$ cat src/sv/q4gemv_pkg.sv
// shared types, codes and decode functions for the q4 block gemv
package q4gemv_pkg;

   localparam int MAX_COLS_DEF = 4096;

   localparam logic CMD_LOAD   = 1'b0;
   localparam logic CMD_WEIGHT = 1'b1;

   localparam logic [1:0] REG_BLOCKS = 2'd0;
   localparam logic [1:0] REG_FORMAT = 2'd1;
   localparam logic [1:0] REG_BIAS   = 2'd2;

   localparam logic [1:0] FMT_BF16 = 2'd0;
   localparam logic [1:0] FMT_FP8  = 2'd1;

   localparam logic [31:0] FP_DEFAULT_NAN = 32'hFFC0_0000;
   localparam logic [31:0] FP_QUIET_BIT   = 32'h0040_0000;

   typedef enum logic {FP_MUL, FP_ADD} fp_op_type;

   typedef struct packed {
      logic        start;
      fp_op_type   op;
      logic [31:0] a;
      logic [31:0] b;
   } fp_req_type;

   typedef enum logic [2:0] {
      ST_IDLE, ST_FETCH, ST_MULW, ST_MULX, ST_ADD, ST_BIAS, ST_OUT
   } state_type;

   // mantissa bits of 2^(i/8)
   function automatic logic [22:0] frac_pow2(input logic [2:0] i);
      logic [31:0] f;
      unique case (i)
         3'd0: f = 32'h3F80_0000;
         3'd1: f = 32'h3F8B_95C2;
         3'd2: f = 32'h3F98_37F0;
         3'd3: f = 32'h3FA5_FED7;
         3'd4: f = 32'h3FB5_04F3;
         3'd5: f = 32'h3FC5_672A;
         3'd6: f = 32'h3FD7_44FD;
         3'd7: f = 32'h3FEA_C0C7;
         default: f = 32'h3F80_0000;
      endcase
      return f[22:0];
   endfunction

   function automatic logic [31:0] decode_scale(input logic [1:0] fmt,
                                                input logic [15:0] code);
      logic [31:0] r;
      logic [7:0]  k;
      logic [7:0]  ip;
      r  = 32'h0;
      k  = code[7:0] - 8'd128;
      ip = {{3{k[7]}}, k[7:3]};
      priority if (fmt == FMT_BF16) begin
         r = {code, 16'h0};
      end else if (fmt == FMT_FP8) begin
         if (code[6:3] == 4'd0) begin
            r = {code[7], 31'h0};
         end else begin
            r = {code[7], {4'b0, code[6:3]} + 8'd120, code[2:0], 20'h0};
         end
      end else begin
         r = {1'b0, ip + 8'd127, frac_pow2(k[2:0])};
      end
      return r;
   endfunction

   function automatic logic [31:0] int4_to_float(input logic [3:0] n);
      logic [31:0] r;
      unique case (n)
         4'd0:  r = 32'h0000_0000;
         4'd1:  r = 32'h3F80_0000;
         4'd2:  r = 32'h4000_0000;
         4'd3:  r = 32'h4040_0000;
         4'd4:  r = 32'h4080_0000;
         4'd5:  r = 32'h40A0_0000;
         4'd6:  r = 32'h40C0_0000;
         4'd7:  r = 32'h40E0_0000;
         4'd8:  r = 32'hC100_0000;
         4'd9:  r = 32'hC0E0_0000;
         4'd10: r = 32'hC0C0_0000;
         4'd11: r = 32'hC0A0_0000;
         4'd12: r = 32'hC080_0000;
         4'd13: r = 32'hC040_0000;
         4'd14: r = 32'hC000_0000;
         4'd15: r = 32'hBF80_0000;
         default: r = 32'h0;
      endcase
      return r;
   endfunction

endpackage

$ cat src/sv/q4gemv_fpu.sv
// shared two-stage float32 multiply / add unit, round to nearest even
module q4gemv_fpu (
   input  logic                   clock,
   input  logic                   reset,
   input  q4gemv_pkg::fp_req_type fp_req,
   output logic                   done,
   output logic [31:0]            result
);
   import q4gemv_pkg::*;

   logic               s1_valid_ff, s1_valid_in;
   logic               spec_ff, spec_in;
   logic [31:0]        spec_val_ff, spec_val_in;
   logic               sign_ff, sign_in;
   logic [56:0]        sig_ff, sig_in;
   logic signed [11:0] x_ff, x_in;
   logic               done_ff;
   logic [31:0]        result_ff, result_in;

   // stage 1: specials, exact product or aligned sum
   always_comb begin
      logic [31:0] a, b, big, sml;
      logic [23:0] siga, sigb, sigbig, sigsml;
      logic [8:0]  eea, eeb, eebig, eesml, d;
      logic        nan_a, nan_b, inf_a, inf_b, zero_a, zero_b;
      logic [56:0] abig, bsml;
      logic [47:0] prod;
      a = fp_req.a;
      b = fp_req.b;
      siga = {a[30:23] != 8'd0, a[22:0]};
      sigb = {b[30:23] != 8'd0, b[22:0]};
      eea = (a[30:23] == 8'd0) ? 9'd1 : {1'b0, a[30:23]};
      eeb = (b[30:23] == 8'd0) ? 9'd1 : {1'b0, b[30:23]};
      nan_a = (a[30:23] == 8'hFF) && (a[22:0] != 23'd0);
      nan_b = (b[30:23] == 8'hFF) && (b[22:0] != 23'd0);
      inf_a = (a[30:23] == 8'hFF) && (a[22:0] == 23'd0);
      inf_b = (b[30:23] == 8'hFF) && (b[22:0] == 23'd0);
      zero_a = a[30:0] == 31'd0;
      zero_b = b[30:0] == 31'd0;
      big = (b[30:0] > a[30:0]) ? b : a;
      sml = (b[30:0] > a[30:0]) ? a : b;
      sigbig = {big[30:23] != 8'd0, big[22:0]};
      sigsml = {sml[30:23] != 8'd0, sml[22:0]};
      eebig = (big[30:23] == 8'd0) ? 9'd1 : {1'b0, big[30:23]};
      eesml = (sml[30:23] == 8'd0) ? 9'd1 : {1'b0, sml[30:23]};
      d = eebig - eesml;
      abig = {1'b0, sigbig, 32'h0};
      // far-off operand collapses into a sticky bit
      bsml = (d > 9'd31) ? {56'h0, sigsml != 24'd0} : ({1'b0, sigsml, 32'h0} >> d);
      prod = siga * sigb;
      spec_in = 1'b0;
      spec_val_in = 32'h0;
      if (nan_a) begin
         spec_in = 1'b1;
         spec_val_in = a | FP_QUIET_BIT;
      end else if (nan_b) begin
         spec_in = 1'b1;
         spec_val_in = b | FP_QUIET_BIT;
      end
      if (fp_req.op == FP_MUL) begin
         sign_in = a[31] ^ b[31];
         sig_in = {9'h0, prod};
         x_in = 12'(eea) + 12'(eeb) - 12'd300;
         if (!nan_a && !nan_b) begin
            if ((inf_a && zero_b) || (inf_b && zero_a)) begin
               spec_in = 1'b1;
               spec_val_in = FP_DEFAULT_NAN;
            end else if (inf_a || inf_b) begin
               spec_in = 1'b1;
               spec_val_in = {sign_in, 8'hFF, 23'h0};
            end
         end
      end else begin
         sig_in = (big[31] == sml[31]) ? abig + bsml : abig - bsml;
         sign_in = (sig_in == 57'd0) ? (a[31] & b[31]) : big[31];
         x_in = 12'(eebig) - 12'd182;
         if (!nan_a && !nan_b) begin
            if (inf_a && inf_b && (a[31] != b[31])) begin
               spec_in = 1'b1;
               spec_val_in = FP_DEFAULT_NAN;
            end else if (inf_a) begin
               spec_in = 1'b1;
               spec_val_in = a;
            end else if (inf_b) begin
               spec_in = 1'b1;
               spec_val_in = b;
            end
         end
      end
      s1_valid_in = fp_req.start;
   end

   // stage 2: normalize and round
   always_comb begin
      logic [5:0]         p;
      logic signed [11:0] sh_a, sh_b, sh, e, field;
      logic [6:0]         shr;
      logic [114:0]       t;
      logic [56:0]        lsh;
      logic [24:0]        mant, m2;
      logic               g, st, up;
      p = 6'd0;
      for (int i = 0; i < 57; i++) begin
         if (sig_ff[i]) begin
            p = 6'(i);
         end
      end
      sh_a = $signed({6'b0, p}) - 12'sd23;
      sh_b = -12'sd149 - x_ff;
      sh = (sh_a > sh_b) ? sh_a : sh_b;
      t = 115'h0;
      lsh = 57'h0;
      shr = 7'd0;
      g = 1'b0;
      st = 1'b0;
      if (sh <= 12'sd0) begin
         lsh = sig_ff << 6'(-sh);
         mant = {1'b0, lsh[23:0]};
      end else begin
         shr = (sh > 12'sd58) ? 7'd58 : 7'(sh);
         t = {sig_ff, 58'h0} >> shr;
         mant = 25'(t[114:58]);
         g = t[57];
         st = t[56:0] != 57'h0;
      end
      up = g & (st | mant[0]);
      m2 = mant + 25'(up);
      e = sh + x_ff;
      if (m2[24]) begin
         m2 = m2 >> 1;
         e = e + 12'sd1;
      end
      field = m2[23] ? (e + 12'sd150) : 12'sd0;
      if (spec_ff) begin
         result_in = spec_val_ff;
      end else if (sig_ff == 57'd0) begin
         result_in = {sign_ff, 31'h0};
      end else if (field >= 12'sd255) begin
         result_in = {sign_ff, 8'hFF, 23'h0};
      end else begin
         result_in = {sign_ff, field[7:0], m2[22:0]};
      end
   end

   always_ff @(posedge clock) begin
      if (reset) begin
         s1_valid_ff <= 1'b0;
         done_ff <= 1'b0;
      end else begin
         s1_valid_ff <= s1_valid_in;
         done_ff <= s1_valid_ff;
      end
      spec_ff <= spec_in;
      spec_val_ff <= spec_val_in;
      sign_ff <= sign_in;
      sig_ff <= sig_in;
      x_ff <= x_in;
      if (s1_valid_ff) begin
         result_ff <= result_in;
      end
   end

   assign done = done_ff;
   assign result = result_ff;
endmodule

$ cat config.mk
export PLATFORM = sky130hd
export DESIGN_NAME = q4gemv_fpu
export DESIGN_NICKNAME = d
export VERILOG_FILES = /design/src/sv/q4gemv_pkg.sv /design/src/sv/q4gemv_fpu.sv
export SDC_FILE = /design/constraint.sdc
export NUM_CORES = 2
export LEC_CHECK = 0
export BUFFER_PORTS_ARGS = -buffer_cell sky130_fd_sc_hd__buf_4
export CAP_MARGIN = 5
export CELL_PAD_IN_SITES_DETAIL_PLACEMENT = 0
export CELL_PAD_IN_SITES_GLOBAL_PLACEMENT = 1
export CORE_MARGIN = 2
export CORE_UTILIZATION = 50
export CTS_BUF_LIST = sky130_fd_sc_hd__clkbuf_4 sky130_fd_sc_hd__clkbuf_8
export DETAILED_ROUTE_END_ITERATION = 8
export PLACE_DENSITY = 0.82
export REMOVE_ABC_BUFFERS = 1
export SLEW_MARGIN = 5
export SYNTH_ARGS = -nofsm -noshare
export SYNTH_HDL_FRONTEND = slang
export SYNTH_SLANG_ARGS = --single-unit
export TNS_END_PERCENT = 100
$ cat constraint.sdc
create_clock -name clock -period 16.9 [get_ports clock]
set_clock_uncertainty 0.2 [all_clocks]
set_input_delay 1.69 -clock clock [delete_from_list [all_inputs] [get_ports clock]]
set_output_delay 1.69 -clock clock [all_outputs]
set_load 0.1 [all_outputs]
==> flow_summary.ini <==
[outcome]
outcome = completed

[floorplan]
core_um2 = 86300
rows = 108
die-area_um2 = 89200
io-pin-count = 101
start_util_pct = 50.3
die_h_um = 299
die_width_um = 299

[global_route]
grt_start_max_net_pins = 78
grt_overflow = 0
antenna_found_initial = 9
grt_usage_pct = 40.7
grt_pass1_vias = 42300
grt_pass1_wl_mm = 275

[worst_setup_path]
crit_fanout = 34
critPathLaunchType = flop
worst-path-buf-inv = 5
reg2reg_depth = 50
crit_arrival_ps = 14190
cp.depth = 50
r2r-start = sig_ff[8]
cpLargestDelayFamily = simple AND/OR/NAND/NOR gates
crit_path_frequent_cell = ha_1
critPathCaptureType = flop
slowest_delay_ps = 840
r2r_slack_ps = 2740
crit_type = reg2reg
startpoint = sig_ff[8]
required_ps = 16930
rr_endpoint = result[0]
critPathSlowestCell = or4_1
worstSetupEndpoint = result[0]

[placed_design]
hpwlAfterDp_mm = 144
io_buffers = 100
place_area_um2 = 44900
gp_congestion = 1.07

[layout]
layout-drive-gt1-share_pct = 8.45
final_cell_area_um2 = 45400
nets = 6366
fill_cells = 8463
syn_to_final_growth_pct = 4.54

[yosys]
synthCells = 5659
async_flop_share_pct = 0
synthTopCellsByArea = fa_1 (22%), ha_1 (9.6%), nand2_1 (7.0%)
ys_warn_count = 0
synthesis.area_um2 = 43400
seq_area_frac_synth_pct = 6.97
synth_edf_count = 32
post-synth-top-count-cell = nand2_1
synth.distinct_cells = 114
yosysTopAreaCellShare_pct = 22.4
synth_top_area_cell = fa_1
synth_ff_type = dfxtp_1
ys_top_cells_by_count = nand2_1 (807), inv_1 (675), fa_1 (486)
avgSynthCellArea_um2 = 7.67
ys_ff_latch = 135

[clocking]
path_clk_slew_ps = 100
post-cts-setup-buffers = 0
cts_tree = built
root_buffer = clkbuf_8
cts_made_buffers = 17
h-tree-depth = 4
ctsResizeCount = 0
clk_path_buf_depth = 2
clk_latency_ps = 500
cts_sinks = 135
holdBufCountCts = 0

[sta]
fin_crit_sh_pct = 83.8
slew_violations = 0
final_hold_viol_count = 0
setup_violations = 0
rsz0062_at_grt = false
min_period_ps = 14160
max_slew_margin_pct = 18.4
tightest_slew_ps = 1210
fin_setup_tns_ps = 0
fmax_mhz = 70.6

[detailed_routing]
wl_per_cell_um = 27.7
routed_via_density = 6.52
drt_wl_total_mm = 184
drc_errors = 0
dr.first_iter.drc_count = 5050
drtAntennaViolNets = 0
num_vias = 43300
drtPass1Iterations = 9

[job]
maxCapViolCount = 0

[worst_hold_path]
hold_class = reg2reg
## cells by family after synthesis
kind of cell             count (synthesis)  synth area share [%]
AO/OA/AOI/OAI                         1238                  19.9
XOR/XNOR                               154                  3.13
adder cells (fa/ha/maj)                818                  32.0
buffers and inverters                 1087                  9.74
flip-flops                             135                  6.97
multiplexers                           246                  6.97
AND/OR/NAND/NOR                       1981                  21.3
## registers in the layout (all words and copies together) (netlist names)
name,count
x_ff,10
s1_valid_ff,1
spec_ff,1
done,1
sign_ff,1
sig_ff,57
result,32
spec_val_ff,32
## worst min-delay path by stage
stage	start	end	slack, ps	cells past startpoint
4_1_cts	spec_val_ff[1]	result[1]	310	2
5_1_grt	spec_val_ff[1]	result[1]	330	2
3_3_place_gp	spec_val_ff[0]	result[0]	290	2
6_report	spec_val_ff[6]	result[6]	320	2
3_5_place_dp	spec_val_ff[1]	result[1]	300	2
2_1_floorplan	spec_val_ff[0]	result[0]	280	2
## placed cells by master, fill, tap and decap left out, types with 32 or more instances in the layout
cell and instances:
nor2_1 422, mux2_2 46, and2_1 197, xnor2_1 109, nand2b_1 40, a21oi_1 315
a21o_1 32, o21ai_0 191, nand2_1 807, mux2i_1 158, fa_1 485, o31ai_1 38
nor4_1 62, or3_1 38, o21bai_1 33, dfxtp_1 103, a31oi_1 52, edfxtp_1 32
inv_1 674, o211ai_1 57, a211oi_1 66, o22ai_1 68, nor3_1 118, nand3_1 100
xor2_1 40, ha_1 331, mux4_2 40, nand4_1 42, buf_4 209
## metrics by stage
stage	instances	util (%)	setup WS, ps	hold slack (ps)
floorplan	5252	-	548	277
global placement	6616	52.0	3200	289
detailed placement	6616	52.0	3070	300
CTS	6648	52.5	3050	311
global route	6649	52.5	1950	330
finish	6652	52.5	2740	320
## routing by layer
| layer | part of all wire, % | global-route usage [%] | up-vias |
|---|---|---|---|
| met2 | 44 | 63.3 | 2551 |
| li1 | - | - | 19000 |
| met4 | 6.8 | 23.3 | 10 |
| met3 | 10 | 8.22 | 600 |
| met1 | 39 | 52.9 | 21200 |
| met5 | 0.047 | 0.317 | - |
## area by class of cell
type	count	area (µm²)	share of cell area [%]
repair buffers	209	1570	3.46
multi-input cells	4437	36300	80.1
clock inverters	15	198	0.436
clock buffers	17	234	0.516
flip-flops and latches	135	3020	6.66
well taps	1155	1450	3.19
inverters	680	2550	5.63
diodes	4	10.0	0.0221
## worst reg2reg max path: cells and delay by family, from the launching register on
family          cells  cell delay, ps
compound gates     21            4970
simple gates       19            5390
fa+ha+maj           5            1300
flops               1             590
buf+inv             5            1490
Power is left out: the tool's default activity adds up to more than one toggle a clock period on the data nets, which glitch-free logic cannot reach.
